$ cat src/mbe_pkg.sv
// ============================================================================
// mbe_pkg: shared types and constants of the Mandelbrot escape-time block
// Fixed-point formats, configuration register indexes, multiplier shift
// codes and the saturating adder used by the iteration datapath.
// ============================================================================
`default_nettype none

package mbe_pkg;

  localparam int COORD_BITS   = 12;
  localparam int FRAC_BITS    = 60;
  localparam int ITER_BITS    = 12;
  localparam int DATA_BITS    = 64;
  localparam int CFG_IDX_BITS = 3;

  typedef logic signed [DATA_BITS-1:0] fix_t;

  typedef enum logic [CFG_IDX_BITS-1:0] {
    CFG_RE_ORIGIN   = 3'd0,
    CFG_RE_STEP     = 3'd1,
    CFG_IM_ORIGIN   = 3'd2,
    CFG_IM_STEP     = 3'd3,
    CFG_ROUND_LIMIT = 3'd4
  } cfg_idx_e;

  typedef enum logic [1:0] {
    SH_NONE   = 2'd0,
    SH_DOUBLE = 2'd1,
    SH_FRAC   = 2'd2
  } mul_shift_e;

  typedef struct packed {
    fix_t                 re_origin;
    fix_t                 re_step;
    fix_t                 im_origin;
    fix_t                 im_step;
    logic [ITER_BITS-1:0] round_limit;
  } mbe_cfg_t;

  localparam fix_t S64_MAX = {1'b0, {(DATA_BITS-1){1'b1}}};
  localparam fix_t S64_MIN = {1'b1, {(DATA_BITS-1){1'b0}}};

  localparam fix_t ESC_LIMIT    = fix_t'(64'd4 << FRAC_BITS);
  localparam fix_t START_RESET  = fix_t'(64'd0 - (64'd2 << FRAC_BITS));
  localparam fix_t STEP_RESET   = '0;
  localparam logic [ITER_BITS-1:0] ROUND_LIMIT_RESET = ITER_BITS'(500);

  function automatic fix_t add_sat(fix_t a, fix_t b);
    logic signed [DATA_BITS:0] sum;
    sum = {a[DATA_BITS-1], a} + {b[DATA_BITS-1], b};
    if (sum[DATA_BITS] != sum[DATA_BITS-1]) begin
      return sum[DATA_BITS] ? S64_MIN : S64_MAX;
    end
    return fix_t'(sum[DATA_BITS-1:0]);
  endfunction

endpackage

`default_nettype wire

$ cat src/mbe_cfg_regs.sv
// ============================================================================
// mbe_cfg_regs: configuration register file
// Holds the plane origin, per-pixel steps and the round budget. Writes to
// an unknown index are dropped.
// ============================================================================
`default_nettype none

module mbe_cfg_regs import mbe_pkg::*; (
  input  wire logic                    clk_i,
  input  wire logic                    rst_ni,
  input  wire logic                    cfg_we_i,
  input  wire logic [CFG_IDX_BITS-1:0] cfg_idx_i,
  input  wire logic [DATA_BITS-1:0]    cfg_data_i,
  output mbe_cfg_t                     cfg_o
);

  mbe_cfg_t cfg_q;

  always_ff @(posedge clk_i or negedge rst_ni) begin
    if (!rst_ni) begin
      cfg_q.re_origin   <= START_RESET;
      cfg_q.re_step     <= STEP_RESET;
      cfg_q.im_origin   <= START_RESET;
      cfg_q.im_step     <= STEP_RESET;
      cfg_q.round_limit <= ROUND_LIMIT_RESET;
    end else if (cfg_we_i) begin
      case (cfg_idx_e'(cfg_idx_i))
        CFG_RE_ORIGIN:   cfg_q.re_origin   <= fix_t'(cfg_data_i);
        CFG_RE_STEP:     cfg_q.re_step     <= fix_t'(cfg_data_i);
        CFG_IM_ORIGIN:   cfg_q.im_origin   <= fix_t'(cfg_data_i);
        CFG_IM_STEP:     cfg_q.im_step     <= fix_t'(cfg_data_i);
        CFG_ROUND_LIMIT: cfg_q.round_limit <= cfg_data_i[ITER_BITS-1:0];
        default: ;
      endcase
    end
  end

  assign cfg_o = cfg_q;

endmodule

`default_nettype wire

$ cat config.mk
export PLATFORM = sky130hd
export DESIGN_NAME = mbe_cfg_regs
export DESIGN_NICKNAME = d
export VERILOG_FILES = /design/src/mbe_pkg.sv /design/src/mbe_cfg_regs.sv
export SDC_FILE = /design/constraint.sdc
export NUM_CORES = 1
export LEC_CHECK = 0
export ABC_AREA = 0
export ABC_CLOCK_PERIOD_IN_PS = 1200
export BUFFER_PORTS_ARGS = -buffer_cell sky130_fd_sc_hd__buf_2
export CORE_MARGIN = 2
export CORE_UTILIZATION = 51
export CTS_CLUSTER_DIAMETER = 50
export DETAILED_ROUTE_END_ITERATION = 16
export PLACE_DENSITY = 0.92
export RECOVER_POWER = 100
export SYNTH_ARGS = -nofsm -noshare
export SYNTH_HDL_FRONTEND = slang
export SYNTH_SLANG_ARGS = --single-unit
$ cat constraint.sdc
create_clock -name clk_i -period 1.2 [get_ports clk_i]
set_clock_uncertainty 0.2 [all_clocks]
set_input_delay 0 -clock clk_i [delete_from_list [all_inputs] [get_ports clk_i]]
set_output_delay 0 -clock clk_i [all_outputs]
set_load 0.03 [all_outputs]
==> impl_metrics.tcl <==
set metrics [dict create \
    post_drt_wl_per_cell_um 27.0 \
    start_kind "flop" \
    via_per_inst 5.35 \
    setup_viol_count_final 314 \
    syn-num-nets 640 \
    yosysWarnings 0 \
    setup_slack_ns -0.285 \
    cts-buffers-inserted 29 \
    clk_latency_ns 0.53 \
    first_pass_iters 4 \
    synth-seq-cells 268 \
    synth_cell_type_count 12 \
    grtUsageMet1 0.371 \
    initial_utilization 0.520 \
    post-place-ws_ns -0.321 \
    cts_root_buffer "clkbuf_16" \
    yosysSeqAreaShare 0.615 \
    grt_max_degree 80 \
    synth_cells 570 \
    grtUsageMet3 0.0812 \
    cts_num_sinks 268 \
    required_ns 1.00 \
    drt_iter0_markers 351 \
    dr_total_vias 8089 \
    nFillCells 911 \
    power_density_mw_per_mm2 2170 \
    grt_first_pass_wirelength_mm 54.4 \
    postRouteAntennaNets 0 \
    rsz0062_at_grt "yes" \
    num_antenna_cells 0 \
    fin_crit_sh 1.24 \
    gr-usage-met2 0.579 \
    hold_viol 14 \
    drive_above_1_share 0.691 \
    multiInputGateArea_mm2 0.00362 \
    max_clock_freq_ghz 0.674 \
    drv_cap 0 \
    criticalPathCategory "reg2out" \
    status "complete, but fails checks" \
    critPathSlowestCell "dfstp_2" \
    grt-busiest-layer "met2" \
    core-area_mm2 0.0210 \
    cp.arrival_ns 1.28 \
    grt_pass1_vias 8644 \
    max-vdd-ir-drop_v 0.00142 \
    cp_slowest_stage_delay_ns 0.59 \
    slew_headroom 0.462 \
    syn_area_mm2 0.0109 \
    end_kind "primary output" \
    grt-ovfl-total 0 \
    row_count 53 \
    syn_avg_cell_area_um2 19.2 \
    fin_util 0.845 \
    antenna_found_initial 0 \
    gp_congestion 0.785 \
    largest_register_ff_count 268 \
    critPathMaxFanout 2 \
    cp_top_family "flip-flops" \
    failed_checks "negative hold slack, negative setup slack" \
    drv_slew 0 \
    finalCriticalPeriod_ns 1.48 \
    tritoncts "done" \
    cp_num_buf_inv 1 \
    whs_ns -0.332 \
    dp_hpwl_mm 18.2 \
    htree_num_levels 1 \
    dieArea_mm2 0.0226 \
    die_h_um 150 \
    drc 0 \
    syn2layout_area_growth_pct 62.5 \
    clk_pin_slew_ns 0.07 \
    io_buffers 337 \
    regArea_mm2 0.00672 \
    hold_path.class "in2async" \
    final_nets 1286 \
    leakagePower_nw 8.66 \
    max-clock-path-buffers 3 \
    grt_use_total 0.326 \
    die_w_um 150 \
    drt-total-wl_mm 40.9 \
    tightest_slew_ns 0.807 \
    cp_cell_sequence "buf_6" \
    pin_count 338 \
]
repair_timing:
action,in CTS,in global routing
hold endpoints to repair,536,48
setup buffers,103,100
endpoints found under the setup margin,268,274
resized for setup,536,22
hold buffers,67,1
cell type report:
| cell class | instances | area share |
|---|---|---|
| multi-input cells | 273 | 0.204 |
| clock inverters | 18 | 0.0161 |
| well taps | 275 | 0.0194 |
| repair buffers | 644 | 0.338 |
| clock buffers | 35 | 0.0444 |
| flip-flops and latches | 268 | 0.379 |
cell families after synthesis:
family	Yosys count	share of synthesized area
multiplexers	268	0.338
AND/OR/NAND/NOR	5	0.00561
buffers and inverters	29	0.0411
flip-flops	268	0.615
routing by layer:
metal,up-vias,part of all wire
li1,3315,-
met1,4172,0.35
met2,459,0.53
met3,143,0.071
met4,0,0.052
met5,-,0
synthesized netlist by cell type:
| master | number | area share |
|---|---|---|
| dfrtp_1 | 256 | 0.59 |
| mux2_4 | 180 | 0.25 |
| mux2_2 | 88 | 0.091 |
| buf_12 | 18 | 0.033 |
| dfstp_2 | 12 | 0.029 |
| buf_4 | 6 | 0.0041 |
| buf_6 | 3 | 0.0031 |
| and4bb_1 | 2 | 0.0023 |
| buf_2 | 2 | 0.00092 |
| and4bb_2 | 1 | 0.0011 |
| nand4b_1 | 1 | 0.00080 |
| nor4b_2 | 1 | 0.0014 |
path summary, 6_finish.rpt:
path	from	end	slack, ns	cells past startpoint
max in group asynchronous	rst_ni	cfg_o[144]$_DFFE_PN0P_	0.03	4
hold reg to reg	cfg_o[161]$_DFFE_PN0P_	cfg_o[161]$_DFFE_PN0P_	0.32	1
setup reg to reg	cfg_o[112]$_DFFE_PN0P_	cfg_o[112]$_DFFE_PN0P_	-0.10	3
setup / recovery	cfg_o[5]$_DFFE_PN1P_	cfg_o[5]	-0.28	1
hold / removal	rst_ni	cfg_o[20]$_DFFE_PN0P_	-0.33	2
min in group clk_i	cfg_idx_i[0]	cfg_o[263]$_DFFE_PN0P_	0	4
power breakdown:
part / internal, mW / switching [mW] / leakage (nW)
logic: 7.82 / 7.44 / 4.94
clock network: 6.20 / 4.02 / 0.525
registers: 11.1 / 1.92 / 3.19
total: 25.1 / 13.4 / 8.66
layout by cell type (no fill, tap or decap), types with 4 or more instances in the layout:
master / synthesis / layout
mux2_1: 0 / 46
mux2_4: 180 / 139
clkbuf_2: 0 / 5
dlygate4sd3_1: 0 / 67
buf_6: 3 / 288
clkbuf_16: 0 / 29
dfstp_2: 12 / 5
dfrtp_1: 256 / 255
buf_12: 18 / 9
bufinv_16: 0 / 7
buf_4: 6 / 198
clkbuf_8: 0 / 4
buf_2: 2 / 69
mux2_2: 88 / 83
dfstp_1: 0 / 7
clkinv_2: 0 / 5
clkbuf_1: 0 / 7
through the flow:
| stage | cells | setup TNS [ns] | total power [mW] | cell area (µm²) |
|---|---|---|---|---|
| final | 1513 | -28.48 | 38.5 | 17800 |
| after global routing | 1513 | -35.50 | 39.5 | 17800 |
| after CTS | 1413 | -27.24 | 36.3 | 17200 |
| after detailed placement | 1190 | -58.56 | 22.3 | 13000 |
| after global placement | 1190 | -53.02 | 21.9 | 13000 |
| after floorplan | 570 | -4.06 | 19.0 | 10900 |
No activity file was read; power rests on OpenSTA's default activity.
