===== src/mbe_pkg.sv =====
// ============================================================================
// mbe_pkg: shared types and constants of the Mandelbrot escape-time block
// Fixed-point formats, configuration register indexes, multiplier shift
// codes and the saturating adder used by the iteration datapath.
// ============================================================================
`default_nettype none

package mbe_pkg;

  localparam int COORD_BITS   = 12;
  localparam int FRAC_BITS    = 60;
  localparam int ITER_BITS    = 12;
  localparam int DATA_BITS    = 64;
  localparam int CFG_IDX_BITS = 3;

  typedef logic signed [DATA_BITS-1:0] fix_t;

  typedef enum logic [CFG_IDX_BITS-1:0] {
    CFG_RE_ORIGIN   = 3'd0,
    CFG_RE_STEP     = 3'd1,
    CFG_IM_ORIGIN   = 3'd2,
    CFG_IM_STEP     = 3'd3,
    CFG_ROUND_LIMIT = 3'd4
  } cfg_idx_e;

  typedef enum logic [1:0] {
    SH_NONE   = 2'd0,
    SH_DOUBLE = 2'd1,
    SH_FRAC   = 2'd2
  } mul_shift_e;

  typedef struct packed {
    fix_t                 re_origin;
    fix_t                 re_step;
    fix_t                 im_origin;
    fix_t                 im_step;
    logic [ITER_BITS-1:0] round_limit;
  } mbe_cfg_t;

  localparam fix_t S64_MAX = {1'b0, {(DATA_BITS-1){1'b1}}};
  localparam fix_t S64_MIN = {1'b1, {(DATA_BITS-1){1'b0}}};

  localparam fix_t ESC_LIMIT    = fix_t'(64'd4 << FRAC_BITS);
  localparam fix_t START_RESET  = fix_t'(64'd0 - (64'd2 << FRAC_BITS));
  localparam fix_t STEP_RESET   = '0;
  localparam logic [ITER_BITS-1:0] ROUND_LIMIT_RESET = ITER_BITS'(500);

  function automatic fix_t add_sat(fix_t a, fix_t b);
    logic signed [DATA_BITS:0] sum;
    sum = {a[DATA_BITS-1], a} + {b[DATA_BITS-1], b};
    if (sum[DATA_BITS] != sum[DATA_BITS-1]) begin
      return sum[DATA_BITS] ? S64_MIN : S64_MAX;
    end
    return fix_t'(sum[DATA_BITS-1:0]);
  endfunction

endpackage

`default_nettype wire


===== src/mbe_mul_unit.sv =====
// ============================================================================
// mbe_mul_unit: shared saturating fixed-point multiplier
// Multiplies two signed 64-bit operands through one 32x32 multiplier, four
// partial products accumulated into a 128-bit sum, then shifts the magnitude
// and saturates to the signed 64-bit range.
// ============================================================================
`default_nettype none

module mbe_mul_unit import mbe_pkg::*; (
  input  wire logic       clk_i,
  input  wire logic       rst_ni,
  input  wire logic       start_i,
  input  wire fix_t       a_i,
  input  wire fix_t       b_i,
  input  wire mul_shift_e shift_i,
  output logic            done_o,
  output fix_t            res_o
);

  typedef enum logic [1:0] {
    M_IDLE,
    M_RUN,
    M_SAT
  } mstate_e;

  localparam logic [2:0] PP_DONE = 3'd4;

  mstate_e    state_q;
  logic [2:0] cnt_q;
  logic       pv_q;
  logic       done_q;
  fix_t       res_q;

  logic [DATA_BITS-1:0]   mag_a_q, mag_b_q;
  logic                   neg_q;
  mul_shift_e             sh_q;
  logic [DATA_BITS-1:0]   prod_q;
  logic [1:0]             pidx_q;
  logic [2*DATA_BITS-1:0] acc_q;

  logic [DATA_BITS-1:0]   a_u, b_u, mag_a, mag_b;
  logic [31:0]            a_limb, b_limb;
  logic [DATA_BITS-1:0]   prod_d;
  logic [2*DATA_BITS-1:0] pp_aligned, shifted;
  logic [DATA_BITS-1:0]   lo;
  logic                   ovf;
  fix_t                   sat_res;

  assign a_u   = a_i;
  assign b_u   = b_i;
  assign mag_a = a_u[DATA_BITS-1] ? (64'd0 - a_u) : a_u;
  assign mag_b = b_u[DATA_BITS-1] ? (64'd0 - b_u) : b_u;

  assign a_limb = cnt_q[0] ? mag_a_q[63:32] : mag_a_q[31:0];
  assign b_limb = cnt_q[1] ? mag_b_q[63:32] : mag_b_q[31:0];
  assign prod_d = a_limb * b_limb;

  always_comb begin
    case (pidx_q)
      2'd0:    pp_aligned = {64'd0, prod_q};
      2'd3:    pp_aligned = {prod_q, 64'd0};
      default: pp_aligned = {32'd0, prod_q, 32'd0};
    endcase
  end

  always_comb begin
    case (sh_q)
      SH_NONE:   shifted = acc_q;
      SH_DOUBLE: shifted = acc_q >> (FRAC_BITS - 1);
      SH_FRAC:   shifted = acc_q >> FRAC_BITS;
      default:   shifted = acc_q;
    endcase
  end

  assign lo  = shifted[DATA_BITS-1:0];
  assign ovf = (|shifted[2*DATA_BITS-1:DATA_BITS]) || lo[DATA_BITS-1];

  always_comb begin
    if (neg_q) begin
      sat_res = ovf ? S64_MIN : fix_t'(64'd0 - lo);
    end else begin
      sat_res = ovf ? S64_MAX : fix_t'(lo);
    end
  end

  always_ff @(posedge clk_i or negedge rst_ni) begin
    if (!rst_ni) begin
      state_q <= M_IDLE;
      cnt_q   <= '0;
      pv_q    <= 1'b0;
      done_q  <= 1'b0;
      res_q   <= '0;
    end else begin
      done_q <= (state_q == M_SAT);
      case (state_q)
        M_IDLE: begin
          if (start_i) begin
            cnt_q   <= '0;
            pv_q    <= 1'b0;
            state_q <= M_RUN;
          end
        end
        M_RUN: begin
          if (cnt_q != PP_DONE) begin
            pv_q  <= 1'b1;
            cnt_q <= cnt_q + 3'd1;
          end else begin
            pv_q    <= 1'b0;
            state_q <= M_SAT;
          end
        end
        M_SAT: begin
          res_q   <= sat_res;
          state_q <= M_IDLE;
        end
        default: state_q <= M_IDLE;
      endcase
    end
  end

  always_ff @(posedge clk_i) begin
    if (state_q == M_IDLE && start_i) begin
      mag_a_q <= mag_a;
      mag_b_q <= mag_b;
      neg_q   <= a_i[DATA_BITS-1] ^ b_i[DATA_BITS-1];
      sh_q    <= shift_i;
      acc_q   <= '0;
    end else if (state_q == M_RUN) begin
      if (pv_q) begin
        acc_q <= acc_q + pp_aligned;
      end
      if (cnt_q != PP_DONE) begin
        prod_q <= prod_d;
        pidx_q <= cnt_q[1:0];
      end
    end
  end

  assign done_o = done_q;
  assign res_o  = res_q;

endmodule

`default_nettype wire


===== config.mk =====
export PLATFORM = sky130hd
export DESIGN_NAME = mbe_mul_unit
export DESIGN_NICKNAME = d
export VERILOG_FILES = /design/src/mbe_pkg.sv /design/src/mbe_mul_unit.sv
export SDC_FILE = /design/constraint.sdc
export NUM_CORES = 2
export LEC_CHECK = 0
export BUFFER_PORTS_ARGS = -buffer_cell sky130_fd_sc_hd__buf_2
export CAP_MARGIN = 30
export CORE_AREA = 5 5 324 326
export DETAILED_ROUTE_END_ITERATION = 12
export DIE_AREA = 0 0 329 331
export HOLD_SLACK_MARGIN = 0.02
export PLACE_DENSITY = 0.77
export SETUP_SLACK_MARGIN = 0.3
export SYNTH_ARGS = -nofsm -noshare
export SYNTH_HDL_FRONTEND = slang
export SYNTH_SLANG_ARGS = --single-unit

===== constraint.sdc =====
create_clock -name clk_i -period 11.3 [get_ports clk_i]
set_input_delay 2.26 -clock clk_i [delete_from_list [all_inputs] [get_ports clk_i]]
set_output_delay 2.26 -clock clk_i [all_outputs]
set_load 0.05 [all_outputs]

==> impl_results.md <==
* R2r setup slk at about 1.4 ns
* R2r worst-path depth at 24
* Setup Skew at roughly 0.067 ns
* Setup bufs post-CTS at 0
* Synth cell types at 77
* Critical Path End Type: register
* GRT Util Overall at 0.394
* CTS clock-pin slew for the worst setup and hold paths at 0.07 ns
* Period utilization at 0.876
* CP Data Required Time at around 12 ns
* Setup WS post-layout at 1.41 ns
* Worst-skew pair later-pin latency at approximately 0.69 ns
* Post-synth EDFFs at 197
* Flops & latches, synth at approximately 400
* Die area at roughly 0.11 sq mm
* Worst Hold Path EP: res_o[51]
* # rows at 117
* Least-Margin Pin Slew at 1.09 ns
* HP Start: res_o[51]
* Delay-heaviest family, CP: adder cells
* GR Layer Usage met1 at 0.478
* Critical register-to-register path endpoint: prod_q[46]
* Avg WL per Cell at around 25 um
* DR vias at 52,600
* Tmin final at approximately 9.9 ns
* Design area at 0.0647 sq mm
* Share of layout cells above drive strength 1 at 0.0759
* Post-synthesis sequential area ratio at 0.169
* Hold Vio Cnt, Final at 0
* Height of the die at 331 um
* Max Clk Rate at 101 MHz
* Gpl congestion at roughly 1.1
* RSZ-0062 raised after global routing: no
* Hold Buf Count CTS at 0
* Crit. path cell count at 24
* Crit path largest cell delay at roughly 0.9 ns
* Post-Syn Area at 0.0606 sq mm
* Post-CTS resize count at 0
* Final Setup Violations at 0
* Most Used Layer, Global Route: met2
* Final ANT Viol Nets at 0
* Avg Inst Size Synth at between 8 and 9 sq um
* Slowest cell on crit path: mux2i_2
* Commonest non-fill, non-tap cell in the layout: nand2_1
* Top FF cell, synth: edfxtp_1
* Max Slew Vio Count at 0
* Run status: finished clean
* Area Growth Syn to Fin at 6.82%
* Residual DRC at 0
* Met3 Use GR at 0.110
* CP startpoint kind: register
* M2 GR Usage at 0.612
* Worst Path Max Fanout at 39
* Total CTS buffers at between 40 and 50
* Vias per cell at 6.19
* Gate count after technology mapping at 7,113
* CTS tree: yes
* DRT iter0 DRCs at 5,451
* Post-Syn Nets at approximately 8,500
* Async SR Flop Fraction at 0.179
* Grt total ovfl at 0
* Commonest cells after routing, fill and taps aside: nand2_1 (1,050), inv_1 (943), fa_1 (897)
* CP dominant cell by count: fa_1
* Clk buf depth at 3
* Largest net degree at the start of global routing at 130
* Yosys warnings at 0
* Critical path class: reg -> reg
* IO Port Bufs at approximately 200
* Placed inst area at about 0.063 sq mm
* Worst slew margin at 0.256
* Clk sink count at 396
* Hold Path Depth at 2
* CTS root buf: clkbuf_16
* H-tree depth at 2
* Pre-antenna DRT Iters at 6
* Pre-CTS setup slack at 1.49 ns
* Vias in the first global route at 53,600
* Worst EP arrival at 10.33 ns
* Ports at 198
* Reg2Reg Launch Point: cnt_q[1]
* WL final at 216,000 um
* Worst Path Buf+Inv at 3
* Nets at between 8,000 and 9,000
* Final HPWL DP at approximately 170,000 um
* Fill count at 8,672
* Initial core utilization at 0.597
* First-pass GRT wire length at 324,000 um
* Die span in x at 329 um
* Setup TNS Final at 0 ns
* Crit-path cells: mux2i_2 -> buf_4 -> nor2_1 -> fa_1 -> fa_1 -> fa_1 -> inv_1 -> fa_1 -> inv_1 -> fa_1 -> fa_1 -> fa_1 -> fa_1 -> ha_1 -> nand2_1 -> or4_1 -> o221ai_1 -> a41oi_1 -> o21ai_0 -> a221oi_1 -> o31ai_1 -> a21oi_1 -> o21ai_0 -> xor2_1
* Core area at 0.101 sq mm
* Initial antenna violation count at 5
* Hold/Removal Path Class: reg -> reg
* # Max-Cap Violations at 0
flip-flops by register name, summed over array words and instances, names as in the netlist:
signal,flops
sh_q,2
res_o,64
cnt_q,3
mag_b_q,64
prod_q,64
pidx_q,2
state_q,2
done_o,1
acc_q,128
neg_q,1
pv_q,1
mag_a_q,64
per-layer routing:
metal | part of all wire | vias up
met5 | 0.00012 | -
met4 | 0.091 | 4
met3 | 0.12 | 830
met2 | 0.44 | 3246
met1 | 0.36 | 25400
li1 | - | 23100
worst max path at each step:
stage | start | to
after floorplan | cnt_q[1] | prod_q[46]
after global placement | cnt_q[0] | prod_q[61]
after detailed placement | cnt_q[0] | prod_q[61]
after CTS | cnt_q[0] | prod_q[61]
after global routing | cnt_q[0] | prod_q[61]
final | cnt_q[1] | prod_q[46]
kinds of logic after synthesis:
family	Yosys count	share of synthesized area
buffers and inverters	1325	0.0821
flip-flops	396	0.169
AO/OA/AOI/OAI	1292	0.131
XOR/XNOR	356	0.0515
multiplexers	127	0.0223
adder cells (fa/ha/maj)	1296	0.379
AND/OR/NAND/NOR	2321	0.165
worst min-delay path, delay by kind of cell, from the launching register on:
kind / cells / cell delay, ns
AO/OA/AOI/OAI: 1 / 0.05
flip-flops: 1 / 0.34
AND/OR/NAND/NOR: 1 / 0.04
through the flow:
stage / std cells / hold WS, ns / utilization
2_1_floorplan: 7113 / 0.445 / -
3_3_place_gp: 8396 / 0.455 / 0.620
3_5_place_dp: 8404 / 0.461 / 0.621
4_1_cts: 8495 / 0.474 / 0.637
5_1_grt: 8498 / 0.492 / 0.638
6_report: 8499 / 0.469 / 0.638
synth_stat cells (18+ instances only):
master,number,share of area
nand2_1,1051,0.065
inv_1,944,0.058
fa_1,897,0.30
nor2_1,758,0.047
o21ai_0,440,0.036
ha_1,399,0.082
a21oi_1,353,0.029
clkbuf_1,344,0.021
xnor2_1,241,0.035
edfxtp_1,197,0.098
dfxtp_1,128,0.042
xor2_1,115,0.017
a21o_1,91,0.011
nand4_1,90,0.0093
and2_1,78,0.0081
dfrtp_1,71,0.029
mux2i_1,65,0.011
nor3_1,63,0.0052
mux2_2,62,0.012
o21bai_1,57,0.0071
o31ai_1,57,0.0071
nand3_1,55,0.0045
a221o_1,47,0.0078
nor4_1,39,0.0040
or3_1,38,0.0039
buf_1,36,0.0022
a22o_1,35,0.0051
nor2b_1,33,0.0034
a31oi_1,32,0.0033
o21a_1,26,0.0032
a211oi_1,23,0.0028
nand2b_1,22,0.0023
and3_1,21,0.0022
o41ai_1,19,0.0027
or2_2,18,0.0019
final cells by class:
class | instances | area, sq um | area share
multi-input cells | 5392 | 45700 | 0.705
flip-flops and latches | 396 | 10300 | 0.159
inverters | 944 | 3550 | 0.0548
repair buffers | 307 | 1910 | 0.0296
well taps | 1368 | 1710 | 0.0264
clock buffers | 63 | 1300 | 0.0201
clock inverters | 28 | 324 | 0.00501
diodes | 1 | 2.50 | 0.0000387
Power is not shown: default switching activity piles up to over one toggle a cycle in this logic, so the estimate is an artifact.
